==> src/hufmt_pkg.sv <==
// Shared types, constants and helpers for the upper-case hex field formatter.
// Used by the front classifier, the descriptor queue and the character emitter.
package hufmt_pkg;

  // Counts of characters and positions within one field (up to 64).
  localparam int CNT_W = 7;

  // Default cap on the total field length.
  localparam int MAX_FIELD_DEF = 64;

  // Entries in the queue between front and back.
  localparam int QUEUE_DEPTH = 2;

  // Length selector codes.
  localparam logic [1:0] LEN_8  = 2'd0;
  localparam logic [1:0] LEN_16 = 2'd1;
  localparam logic [1:0] LEN_32 = 2'd2;
  localparam logic [1:0] LEN_64 = 2'd3;

  // Number of hex digits in a 64-bit value.
  localparam int NIBBLES = 16;

  localparam logic [7:0] CHAR_ZERO  = 8'h30;
  localparam logic [7:0] CHAR_X     = 8'h58;
  localparam logic [7:0] CHAR_SPACE = 8'h20;
  localparam logic [7:0] CHAR_A     = 8'h41;

  // One classified field, ready for the emitter.
  typedef struct packed {
    logic [63:0]      value;      // truncated value
    logic [CNT_W-1:0] pfx_start;  // position of the '0' of "0X"
    logic [CNT_W-1:0] dig_start;  // first digit position
    logic [CNT_W-1:0] dig_end;    // one past the last digit position
    logic [CNT_W-1:0] total;      // characters in the field, never zero here
    logic             has_pfx;
    logic             pad_zero;   // pad with '0' rather than ' '
  } desc_t;

  function automatic logic [7:0] hex_char(input logic [3:0] nib);
    logic [7:0] c;
    if (nib < 4'd10) begin
      c = CHAR_ZERO + {4'd0, nib};
    end else begin
      c = CHAR_A + {4'd0, nib} - 8'd10;
    end
    return c;
  endfunction

endpackage

==> src/hex_upper_field_formatter.sv <==
// Top level of the upper-case hex field formatter (printf %X style).
// Depends on hufmt_pkg, hufmt_front, hufmt_queue and hufmt_back.
//
// Each accepted input transaction yields its field as one output transaction
// per character, the final one flagged with tlast; the emitter's position
// counter issues one character a cycle unless the output stalls, and a field
// already queued follows its predecessor without a gap. Fields of zero length
// (value 0, precision 0, width 0) produce no output. The first character goes
// through the descriptor queue, the emitter's descriptor register and the
// output register. Input is taken while the two-entry descriptor queue has
// room, independent of output stalls; total length is capped at MAX_FIELD.
module hex_upper_field_formatter #(
  parameter int MAX_FIELD = hufmt_pkg::MAX_FIELD_DEF
) (
  input  logic        clk,
  input  logic        rst,
  input  logic        s_tvalid,
  output logic        s_tready,
  // value[63:0], length_select[65:64], field_width[72:66], precision[79:73],
  // flag_minus[80], flag_zero[81], flag_hash[82], zero fill [87:83]
  input  logic [87:0] s_tdata,
  output logic        m_tvalid,
  input  logic        m_tready,
  // out_char[7:0]
  output logic [7:0]  m_tdata,
  output logic        m_tlast
);

  hufmt_pkg::desc_t front_desc;
  hufmt_pkg::desc_t q_head;
  logic             front_nonempty;
  logic             q_not_full;
  logic             q_not_empty;
  logic             q_push;
  logic             q_pop;

  hufmt_front #(
    .MAX_FIELD(MAX_FIELD)
  ) u_front (
    .value        (s_tdata[63:0]),
    .length_select(s_tdata[65:64]),
    .field_width  (s_tdata[72:66]),
    .precision    (s_tdata[79:73]),
    .flag_minus   (s_tdata[80]),
    .flag_zero    (s_tdata[81]),
    .flag_hash    (s_tdata[82]),
    .desc         (front_desc),
    .nonempty     (front_nonempty)
  );

  assign s_tready = q_not_full;
  // Drop empty fields here; they produce no characters.
  assign q_push   = s_tvalid && q_not_full && front_nonempty;

  hufmt_queue u_queue (
    .clk      (clk),
    .rst      (rst),
    .push     (q_push),
    .push_data(front_desc),
    .not_full (q_not_full),
    .pop      (q_pop),
    .not_empty(q_not_empty),
    .head     (q_head)
  );

  hufmt_back u_back (
    .clk     (clk),
    .rst     (rst),
    .q_valid (q_not_empty),
    .q_head  (q_head),
    .q_pop   (q_pop),
    .m_tvalid(m_tvalid),
    .m_tready(m_tready),
    .m_tdata (m_tdata),
    .m_tlast (m_tlast)
  );

endmodule

==> src/hufmt_front.sv <==
// Front classifier: truncates the value, counts digits and lays out the field.
// Depends on hufmt_pkg for the descriptor type and length codes.
module hufmt_front #(
  parameter int MAX_FIELD = hufmt_pkg::MAX_FIELD_DEF
) (
  input  logic [63:0]     value,
  input  logic [1:0]      length_select,
  input  logic [6:0]      field_width,
  input  logic [6:0]      precision,
  input  logic            flag_minus,
  input  logic            flag_zero,
  input  logic            flag_hash,
  output hufmt_pkg::desc_t desc,
  output logic            nonempty
);

  localparam logic [7:0] MAX8 = 8'(MAX_FIELD);

  logic [63:0] n;
  logic [hufmt_pkg::NIBBLES-1:0] nz;
  logic [3:0]  msd;
  logic        any_nz;
  logic        has_prec;
  logic [7:0]  prec8;
  logic [7:0]  min_dig;
  logic [7:0]  dig_raw;
  logic [7:0]  dig_cap;
  logic [7:0]  digits;
  logic [7:0]  pfx_len;
  logic [7:0]  width;
  logic [7:0]  body;
  logic [7:0]  total;
  logic [7:0]  pad;
  logic        zero_pad;
  logic [7:0]  pfx_start;
  logic [7:0]  dig_start;
  logic [7:0]  dig_end;

  always_comb begin
    case (length_select)
      hufmt_pkg::LEN_8:  n = {56'd0, value[7:0]};
      hufmt_pkg::LEN_16: n = {48'd0, value[15:0]};
      hufmt_pkg::LEN_32: n = {32'd0, value[31:0]};
      default:           n = value;
    endcase
  end

  // Find the most significant nonzero digit.
  always_comb begin
    msd = 4'd0;
    for (int j = 0; j < hufmt_pkg::NIBBLES; j++) begin
      nz[j] = |n[4*j +: 4];
      if (nz[j]) begin
        msd = 4'(j);
      end
    end
    any_nz = |nz;
  end

  always_comb begin
    has_prec = !precision[6];
    prec8    = {1'b0, precision};
    if (any_nz) begin
      min_dig = {4'd0, msd} + 8'd1;
    end else if (has_prec && precision == 7'd0) begin
      min_dig = 8'd0;
    end else begin
      min_dig = 8'd1;
    end
    dig_raw  = (has_prec && prec8 > min_dig) ? prec8 : min_dig;
    pfx_len  = (any_nz && flag_hash) ? 8'd2 : 8'd0;
    dig_cap  = MAX8 - pfx_len;
    digits   = (dig_raw > dig_cap) ? dig_cap : dig_raw;
    width    = ({1'b0, field_width} > MAX8) ? MAX8 : {1'b0, field_width};
    body     = digits + pfx_len;
    total    = (width > body) ? width : body;
    pad      = total - body;
    zero_pad = flag_zero && !flag_minus && !has_prec;
    pfx_start = (flag_minus || zero_pad) ? 8'd0 : pad;
    dig_start = flag_minus ? pfx_len : pfx_len + pad;
    dig_end   = dig_start + digits;
  end

  always_comb begin
    desc.value     = n;
    desc.pfx_start = pfx_start[hufmt_pkg::CNT_W-1:0];
    desc.dig_start = dig_start[hufmt_pkg::CNT_W-1:0];
    desc.dig_end   = dig_end[hufmt_pkg::CNT_W-1:0];
    desc.total     = total[hufmt_pkg::CNT_W-1:0];
    desc.has_pfx   = pfx_len != 8'd0;
    desc.pad_zero  = zero_pad;
    nonempty       = total != 8'd0;
  end

endmodule

==> src/hufmt_queue.sv <==
// Short descriptor queue between the front classifier and the emitter.
// Depends on hufmt_pkg for the descriptor type and queue depth.
module hufmt_queue (
  input  logic             clk,
  input  logic             rst,
  input  logic             push,
  input  hufmt_pkg::desc_t push_data,
  output logic             not_full,
  input  logic             pop,
  output logic             not_empty,
  output hufmt_pkg::desc_t head
);

  localparam int DEPTH = hufmt_pkg::QUEUE_DEPTH;
  localparam int PTR_W = (DEPTH > 1) ? $clog2(DEPTH) : 1;
  localparam int CNT_QW = $clog2(DEPTH + 1);

  hufmt_pkg::desc_t entries [DEPTH];
  logic [PTR_W-1:0]  wr_ptr;
  logic [PTR_W-1:0]  rd_ptr;
  logic [CNT_QW-1:0] count;

  assign not_full  = count != CNT_QW'(DEPTH);
  assign not_empty = count != '0;
  assign head      = entries[rd_ptr];

  always_ff @(posedge clk) begin
    if (push) begin
      entries[wr_ptr] <= push_data;
    end
  end

  always_ff @(posedge clk) begin
    if (rst) begin
      wr_ptr <= '0;
      rd_ptr <= '0;
      count  <= '0;
    end else begin
      if (push) begin
        wr_ptr <= (wr_ptr == PTR_W'(DEPTH - 1)) ? '0 : wr_ptr + 1'b1;
      end
      if (pop) begin
        rd_ptr <= (rd_ptr == PTR_W'(DEPTH - 1)) ? '0 : rd_ptr + 1'b1;
      end
      if (push && !pop) begin
        count <= count + 1'b1;
      end else if (pop && !push) begin
        count <= count - 1'b1;
      end
    end
  end

  a_no_pop_empty: assert property (@(posedge clk) disable iff (rst) pop |-> not_empty)
    else $error("queue popped while empty");
  a_no_push_full: assert property (@(posedge clk) disable iff (rst) push |-> not_full)
    else $error("queue pushed while full");

endmodule

==> src/hufmt_back.sv <==
// Character emitter: walks one descriptor a character per cycle, unless the
// output stalls, into an output register; hufmt_pkg gives its types and codes.
module hufmt_back (
  input  logic             clk,
  input  logic             rst,
  input  logic             q_valid,
  input  hufmt_pkg::desc_t q_head,
  output logic             q_pop,
  output logic             m_tvalid,
  input  logic             m_tready,
  output logic [7:0]       m_tdata,
  output logic             m_tlast
);

  hufmt_pkg::desc_t cur;
  logic                       busy;
  logic [hufmt_pkg::CNT_W-1:0] pos;

  logic                        adv;
  logic                        at_last;
  logic                        in_pfx;
  logic                        in_dig;
  logic [hufmt_pkg::CNT_W-1:0] idx;
  logic [7:0]                  ch;

  assign adv     = !m_tvalid || m_tready;
  assign at_last = pos == cur.total - 1'b1;
  assign q_pop   = adv && q_valid && (!busy || at_last);

  always_comb begin
    in_pfx = cur.has_pfx && (pos == cur.pfx_start || pos == cur.pfx_start + 1'b1);
    in_dig = pos >= cur.dig_start && pos < cur.dig_end;
    idx    = cur.dig_end - 1'b1 - pos;
    if (in_pfx) begin
      ch = (pos == cur.pfx_start) ? hufmt_pkg::CHAR_ZERO : hufmt_pkg::CHAR_X;
    end else if (in_dig) begin
      if (idx >= hufmt_pkg::CNT_W'(hufmt_pkg::NIBBLES)) begin
        ch = hufmt_pkg::CHAR_ZERO;
      end else begin
        ch = hufmt_pkg::hex_char(cur.value[4*idx[3:0] +: 4]);
      end
    end else begin
      ch = cur.pad_zero ? hufmt_pkg::CHAR_ZERO : hufmt_pkg::CHAR_SPACE;
    end
  end

  always_ff @(posedge clk) begin
    if (q_pop) begin
      cur <= q_head;
    end
    if (adv && busy) begin
      m_tdata <= ch;
      m_tlast <= at_last;
    end
  end

  always_ff @(posedge clk) begin
    if (rst) begin
      busy     <= 1'b0;
      pos      <= '0;
      m_tvalid <= 1'b0;
    end else if (adv) begin
      m_tvalid <= busy;
      if (q_pop) begin
        busy <= 1'b1;
        pos  <= '0;
      end else if (busy && at_last) begin
        busy <= 1'b0;
      end else if (busy) begin
        pos <= pos + 1'b1;
      end
    end
  end

  a_total_nonzero: assert property (@(posedge clk) disable iff (rst)
    busy |-> cur.total != '0)
    else $error("empty field reached the emitter");
  a_pos_in_range: assert property (@(posedge clk) disable iff (rst)
    busy |-> pos < cur.total)
    else $error("emit position past field end");
  a_last_marked: assert property (@(posedge clk) disable iff (rst)
    (busy && adv && at_last) |=> (m_tvalid && m_tlast))
    else $error("final character not marked last");

endmodule

==> config.mk <==
export PLATFORM = sky130hd
export DESIGN_NAME = hex_upper_field_formatter
export DESIGN_NICKNAME = d
export VERILOG_FILES = /design/src/hufmt_pkg.sv /design/src/hex_upper_field_formatter.sv /design/src/hufmt_front.sv /design/src/hufmt_queue.sv /design/src/hufmt_back.sv
export SDC_FILE = /design/constraint.sdc
export NUM_CORES = 1
export LEC_CHECK = 0
export BUFFER_PORTS_ARGS = -buffer_cell sky130_fd_sc_hd__buf_2
export CAP_MARGIN = 10
export CORE_ASPECT_RATIO = 0.9
export CORE_MARGIN = 2
export CORE_UTILIZATION = 35
export CTS_BUF_LIST = sky130_fd_sc_hd__clkbuf_4 sky130_fd_sc_hd__clkbuf_8 sky130_fd_sc_hd__clkbuf_16
export CTS_CLUSTER_SIZE = 12
export DETAILED_ROUTE_END_ITERATION = 10
export GPL_TIMING_DRIVEN = 0
export SETUP_SLACK_MARGIN = 0.05
export SYNTH_ARGS = -nofsm -noshare
export SYNTH_HDL_FRONTEND = slang
export SYNTH_SLANG_ARGS = --single-unit
==> constraint.sdc <==
create_clock -name clk -period 28.5 [get_ports clk]
set_input_delay 1.425 -clock clk [delete_from_list [all_inputs] [get_ports clk]]
set_output_delay 1.425 -clock clk [all_outputs]
set_load 0.005 [all_outputs]
==> results of run 1 <==
[placed cells by master, fill, tap and decap left out, types with 9 or more instances in the layout]
| cell type | Yosys | final |
|---|---|---|
| nand2_1 | 34 | 34 |
| nand3_1 | 19 | 19 |
| ha_1 | 56 | 56 |
| dfxtp_1 | 13 | 13 |
| edfxtp_1 | 290 | 290 |
| xnor2_1 | 34 | 34 |
| nor2b_1 | 11 | 11 |
| clkbuf_16 | 0 | 35 |
| and3_1 | 42 | 42 |
| nor4_1 | 15 | 15 |
| clkbuf_1 | 22 | 22 |
| nand2b_1 | 14 | 14 |
| o21ai_0 | 21 | 21 |
| a21oi_1 | 35 | 35 |
| nor2_1 | 56 | 54 |
| xor2_1 | 19 | 19 |
| buf_2 | 4 | 99 |
| and2_1 | 33 | 33 |
| inv_1 | 52 | 51 |
| mux2_2 | 98 | 98 |
| mux4_2 | 20 | 20 |
| a21o_1 | 19 | 19 |
| clkbuf_4 | 0 | 9 |
[metal layers]
metal  vias up  GRT usage (%)  wire length, µm
li1       4171              -                -
met4         0          3.804              667
met2       229          24.24            14670
met3        50          2.525             1719
met5         -              0                0
met1      4307          22.39            16260
[final timing paths]
path	start	to	slack, ps	cells after the start
setup / recovery	s_tdata[9]	u_queue.entries[1][15]$_DFFE_PP_	14760	51
hold / removal	u_back.busy$_SDFFE_PP0P_	u_back.m_tvalid$_SDFFE_PP0N_	520	2
setup reg to reg	u_back.pos[0]$_SDFFE_PP0P_	u_back.m_tdata[2]$_SDFFCE_PP0P_	24100	11
hold reg to reg	u_back.busy$_SDFFE_PP0P_	u_back.m_tvalid$_SDFFE_PP0N_	520	2
[cells by family (layout without fill, tap and decap cells)]
kind of cell             count (synthesis)  after routing
buffers and inverters                   88            250
adder cells (fa/ha/maj)                 59             59
flip-flops                             303            303
XOR/XNOR                                53             53
multiplexers                           124            124
AO/OA/AOI/OAI                          134            134
AND/OR/NAND/NOR                        263            263
other                                    1              2
[stage by stage]
stage               std cells  power [mW]  util, %
finish                   1728       1.789    41.64
global route             1728       1.895    41.64
CTS                      1728       1.808    41.64
detailed placement       1668       1.368    38.90
global placement         1661       1.356    38.50
floorplan                1026       1.176        -
[state kept, by name (all words and copies together), names as in the netlist]
register         flops
u_queue.entries    188
u_back.m_tlast       1
u_back.m_tvalid      1
u_back.busy          1
u_queue.wr_ptr       1
u_back.cur          94
u_back.m_tdata       7
u_back.pos           7
u_queue.rd_ptr       1
u_queue.count        2
[area by class of cell]
cell class                      count  area, µm²
Buffer                             34      136.4
Clock buffer                       44      943.4
Clock inverter                     16      175.2
Fill cell                        3791      23820
Inverter                           54      205.2
Multi-Input combinational cell    635       5269
Sequential cell                   303       8969
Tap cell                          540      675.6
Timing Repair Buffer              102      623.1
[report_power, final]
part	internal, mW	leakage [nW]	switching [mW]
logic	0.277	2.93	0.365
clock network	0.262	0.552	0.173
registers	0.672	2.86	0.0401
[critical path, delay by kind of cell]
kind / cells / cell delay, ps
AOI/OAI and AO/OA: 19 / 5150
and+or+nand+nor: 12 / 2950
adders and majority gates: 10 / 3050
buffers and inverters: 8 / 1040
xor gates and xnor gates: 2 / 320
==> results_dict.tcl, run 1 <==
set metrics [dict create \
    io_buffers 95 \
    drive_above_1_share_pct 25.67 \
    h-tree-depth 2 \
    ant_nets 0 \
    syn_area_mm2 0.01456 \
    hold_path.class "reg2reg" \
    start_kind "primary input" \
    cp_max_fo 10 \
    avgSynthCellArea_um2 14.20 \
    p_leak_nw 6.345 \
    critical-path-slowest-cell "nor4_1" \
    synth_cell_types 70 \
    synth_edf_count 290 \
    drc_errors 0 \
    die-area_mm2 0.04324 \
    fmax_mhz 72.77 \
    start_util_pct 35.67 \
    clk_pin_slew_ps 60 \
    rows 70 \
    hpwl_mm 24.44 \
    worst_hold_slack_ps 515.5 \
    relSlewSlack_pct 24.50 \
    crit_type "in2reg" \
    synth_common_cells "edfxtp_1 (290), mux2_2 (98), ha_1 (56), nor2_1 (56), inv_1 (52)" \
    die_width_um 219.0 \
    fp.dieH_um 197.5 \
    tns_ps 0 \
    fin_nets 1316 \
    track_usage_pct 15.46 \
    synth-xor-area-share_pct 3.189 \
    yosysSeqAreaShare_pct 61.61 \
    cts_setup_buffers 0 \
    wire_per_inst_um 19.28 \
    synthesis.yosys.warnings 0 \
    path_common_cell "ha_1" \
    grt_max_degree 63 \
    maxCapViolCount 0 \
    antenna_found_initial 1 \
    placed_cell_area_mm2 0.01588 \
    period_minus_slack_ps 13740 \
    cts_sinks 303 \
    synthTopCellsByArea "edfxtp_1 (60%), mux2_2 (7.6%), ha_1 (4.8%)" \
    hold_violations 0 \
    async_flop_share_pct 0 \
    cts_tree "done" \
    grt_pass1_vias 8770 \
    synthSimpleGateAreaFrac_pct 9.918 \
    gp_congestion 0.8218 \
    vias_per_cell 5.068 \
    first_iter_violations 697 \
    netlist_instances 1025 \
    synth_top_area_share_pct 59.82 \
    synth-main-ff-cell "edfxtp_1" \
    clkLatencyLatePin_ps 520 \
    finalClockSkew_ps 26.45 \
    status "completed" \
    areaGrowthSynthToFinish_pct 16.75 \
    io_pins 103 \
    muxShareOfSynthArea_pct 11.20 \
    cts-root-buf "clkbuf_16" \
    post-place-ws_ps 14410 \
    synth_top_area_cell "edfxtp_1" \
    grt_pass1_wl_mm 50.70 \
    final_area_mm2 0.01700 \
    crit_required_ps 28720 \
    grt_overflow 0 \
    fin_ws_ps 14760 \
    max-vdd-ir-drop_v 0.00005306 \
    cts_buffers 35 \
    power_density_mw_per_mm2 105.3 \
    final_max_slew_viol_count 0 \
    synth_top_family_by_area "multiplexers" \
    antenna_cells 0 \
    crit_arrival_ps 13960 \
    vias 8757 \
    synth_fa_ha_area_share_pct 5.226 \
    critical-path-max-stage-delay_ps 850 \
    firstDrtPassIters 5 \
    cts.repair.resized 0 \
    synth_compound_area_share_pct 6.506 \
    synth_seq_cells 303 \
    min_period_over_period_pct 48.22 \
    yosysMostFrequentCell "edfxtp_1" \
    rsz0062_at_grt "false" \
    core_area_mm2 0.04081 \
    postCtsHoldBufs 0 \
    wl_mm 33.32 \
    setup.worst_path.end_class "register" \
    clockBufferDepth 3 \
    worst_slew_pin_slew_ps 1118 \
    setup_viol 0 \
]
Note: power is estimated with default switching activity, not from simulation.
==> inputs of run 2 (changes only) <==
clock period = 12.5 ns   (was 28.5 ns; I/O delays follow)
==> results_dict.tcl, run 2 (synthesized netlist as in run 1, its figures left out) <==
set metrics [dict create \
    status "completed" \
    r2r_setup_slack_ps 8120 \
    clockBufferDepth 3 \
    first_iter_violations 688 \
    relSlewSlack_pct 30.81 \
    fp.dieH_um 197.5 \
    antenna_found_initial 1 \
    fmax_mhz 85.51 \
    crit_arrival_ps 11910 \
    rsz0062_at_grt "false" \
    tns_ps 0 \
    timing.rr.start "u_back.pos[0]$_SDFFE_PP0P_" \
    min_to "u_queue.entries[1][33]$_DFFE_PP_" \
    vias_per_cell 5.045 \
    clk_pin_slew_ps 60 \
    largest_register_ffs 188 \
    h-tree-depth 2 \
    wl_mm 33.28 \
    r2r_cells 11 \
    setup.worst_path.end_class "register" \
    drc_errors 0 \
    gp_congestion 0.8218 \
    grt_overflow 0 \
    fin_nets 1317 \
    max-vdd-ir-drop_v 0.0001206 \
    vias 8722 \
    hold_violations 0 \
    cp-startpoint "s_tdata[27]" \
    grt_max_degree 63 \
    clkLatencyLatePin_ps 520 \
    areaGrowthSynthToFinish_pct 17.45 \
    crit_type "in2reg" \
    firstDrtPassIters 5 \
    power_density_mw_per_mm2 239.3 \
    grt_pass1_vias 8775 \
    p_leak_nw 6.376 \
    fillerInstances 3784 \
    cts_tree "done" \
    hold_path_depth 1 \
    rows 70 \
    final_max_slew_viol_count 0 \
    critical-path-max-stage-delay_ps 630 \
    cts_sinks 303 \
    core_area_mm2 0.04081 \
    cts_buffers 35 \
    post-place-ws_ps -791.8 \
    io_pins 103 \
    fin_cells 1729 \
    min_period_over_period_pct 93.55 \
    largest_register "u_queue.entries" \
    die-area_mm2 0.04324 \
    reg2reg_to "u_back.m_tdata[2]$_SDFFCE_PP0P_" \
    final_common_cell "edfxtp_1" \
    ant_nets 0 \
    dp_cells 1668 \
    worst_slew_pin_slew_ps 1037 \
    hpwl_mm 24.44 \
    fin_ws_ps 806.0 \
    drive_above_1_share_pct 26.75 \
    die_width_um 219.0 \
    hold_path.class "in2reg" \
    io_buffers 95 \
    maxCapViolCount 0 \
    fin_util_pct 41.89 \
    top_regs "u_queue.entries (188), u_back.cur (94)" \
    track_usage_pct 15.47 \
    cp_max_fo 10 \
    grt_pass1_wl_mm 50.70 \
    path_common_cell "ha_1" \
    wire_per_inst_um 19.25 \
    critical-path-slowest-cell "o41ai_4" \
    crit_required_ps 12720 \
    start_kind "primary input" \
    finalClockSkew_ps 26.41 \
    cts-root-buf "clkbuf_16" \
    final_cell_mix "edfxtp_1 (290), buf_2 (99), mux2_2 (98), ha_1 (56), nor2_1 (54)" \
    hold_start "s_tdata[3]" \
    setup_viol 0 \
    period_minus_slack_ps 11690 \
    antenna_cells 0 \
    start_util_pct 35.67 \
]
-- run 2: layout make-up --
cell class	instances	area (µm²)	share of cell area [%]
timing repair buffer	103	630.6	3.688
clock inverter	16	175.2	1.025
clock buffer	44	943.4	5.518
tap	540	675.6	3.952
inverter	54	205.2	1.200
multi-input combinational	635	5363	31.36
sequential	303	8969	52.46
buffer	34	136.4	0.7977
-- run 2: worst max path at each step --
stage,endpoint,slack (ps),depth (start not counted)
detailed placement,u_queue.entries[0][15]$_DFFE_PP_,-790,51
CTS,u_queue.entries[1][15]$_DFFE_PP_,150,51
floorplan,u_queue.entries[0][0]$_DFFE_PP_,350,37
global route,u_queue.entries[1][15]$_DFFE_PP_,90,52
global placement,u_queue.entries[1][75]$_DFFE_PP_,-4810,38
finish,u_queue.entries[1][15]$_DFFE_PP_,810,51
-- run 2: stage by stage --
step	total power, mW	area [µm²]	hold slack, ps
finish	4.092	17100	325.4
global route	4.333	17100	313.1
CTS	4.124	17030	312.7
detailed placement	3.120	15880	501.6
global placement	3.091	15710	485.8
floorplan	2.682	14560	470.3
-- run 2: where the power goes --
group          switching, mW  total (mW)  internal, mW
registers             0.0915        1.62          1.53
clock network          0.394       0.992         0.598
logic                  0.838        1.48         0.638
total                   1.32        4.09          2.77
-- run 2: routing by layer --
metal / up-vias / routed length (µm) / GRT usage, % / part of all wire [%]
met5: - / 0 / 0 / 0
met4: 0 / 603 / 3.804 / 1.8
met3: 46 / 1566 / 2.540 / 4.7
met2: 194 / 14760 / 24.25 / 44
met1: 4315 / 16350 / 22.38 / 49
li1: 4167 / - / - / -
-- run 2: what timing repair did --
action,CTS,global route
pin swaps,0,2
setup endpoints to repair,4,10
gates resized for setup,5,10
hold buffers,0,0
setup buffers,0,1
-- run 2: worst max-delay path, delay by kind of cell --
family          cells  cell delay [ps]
fa+ha+maj          10             2990
compound gates     19             4770
xor+xnor            2              330
simple gates       11             2010
buf+inv             9             1200
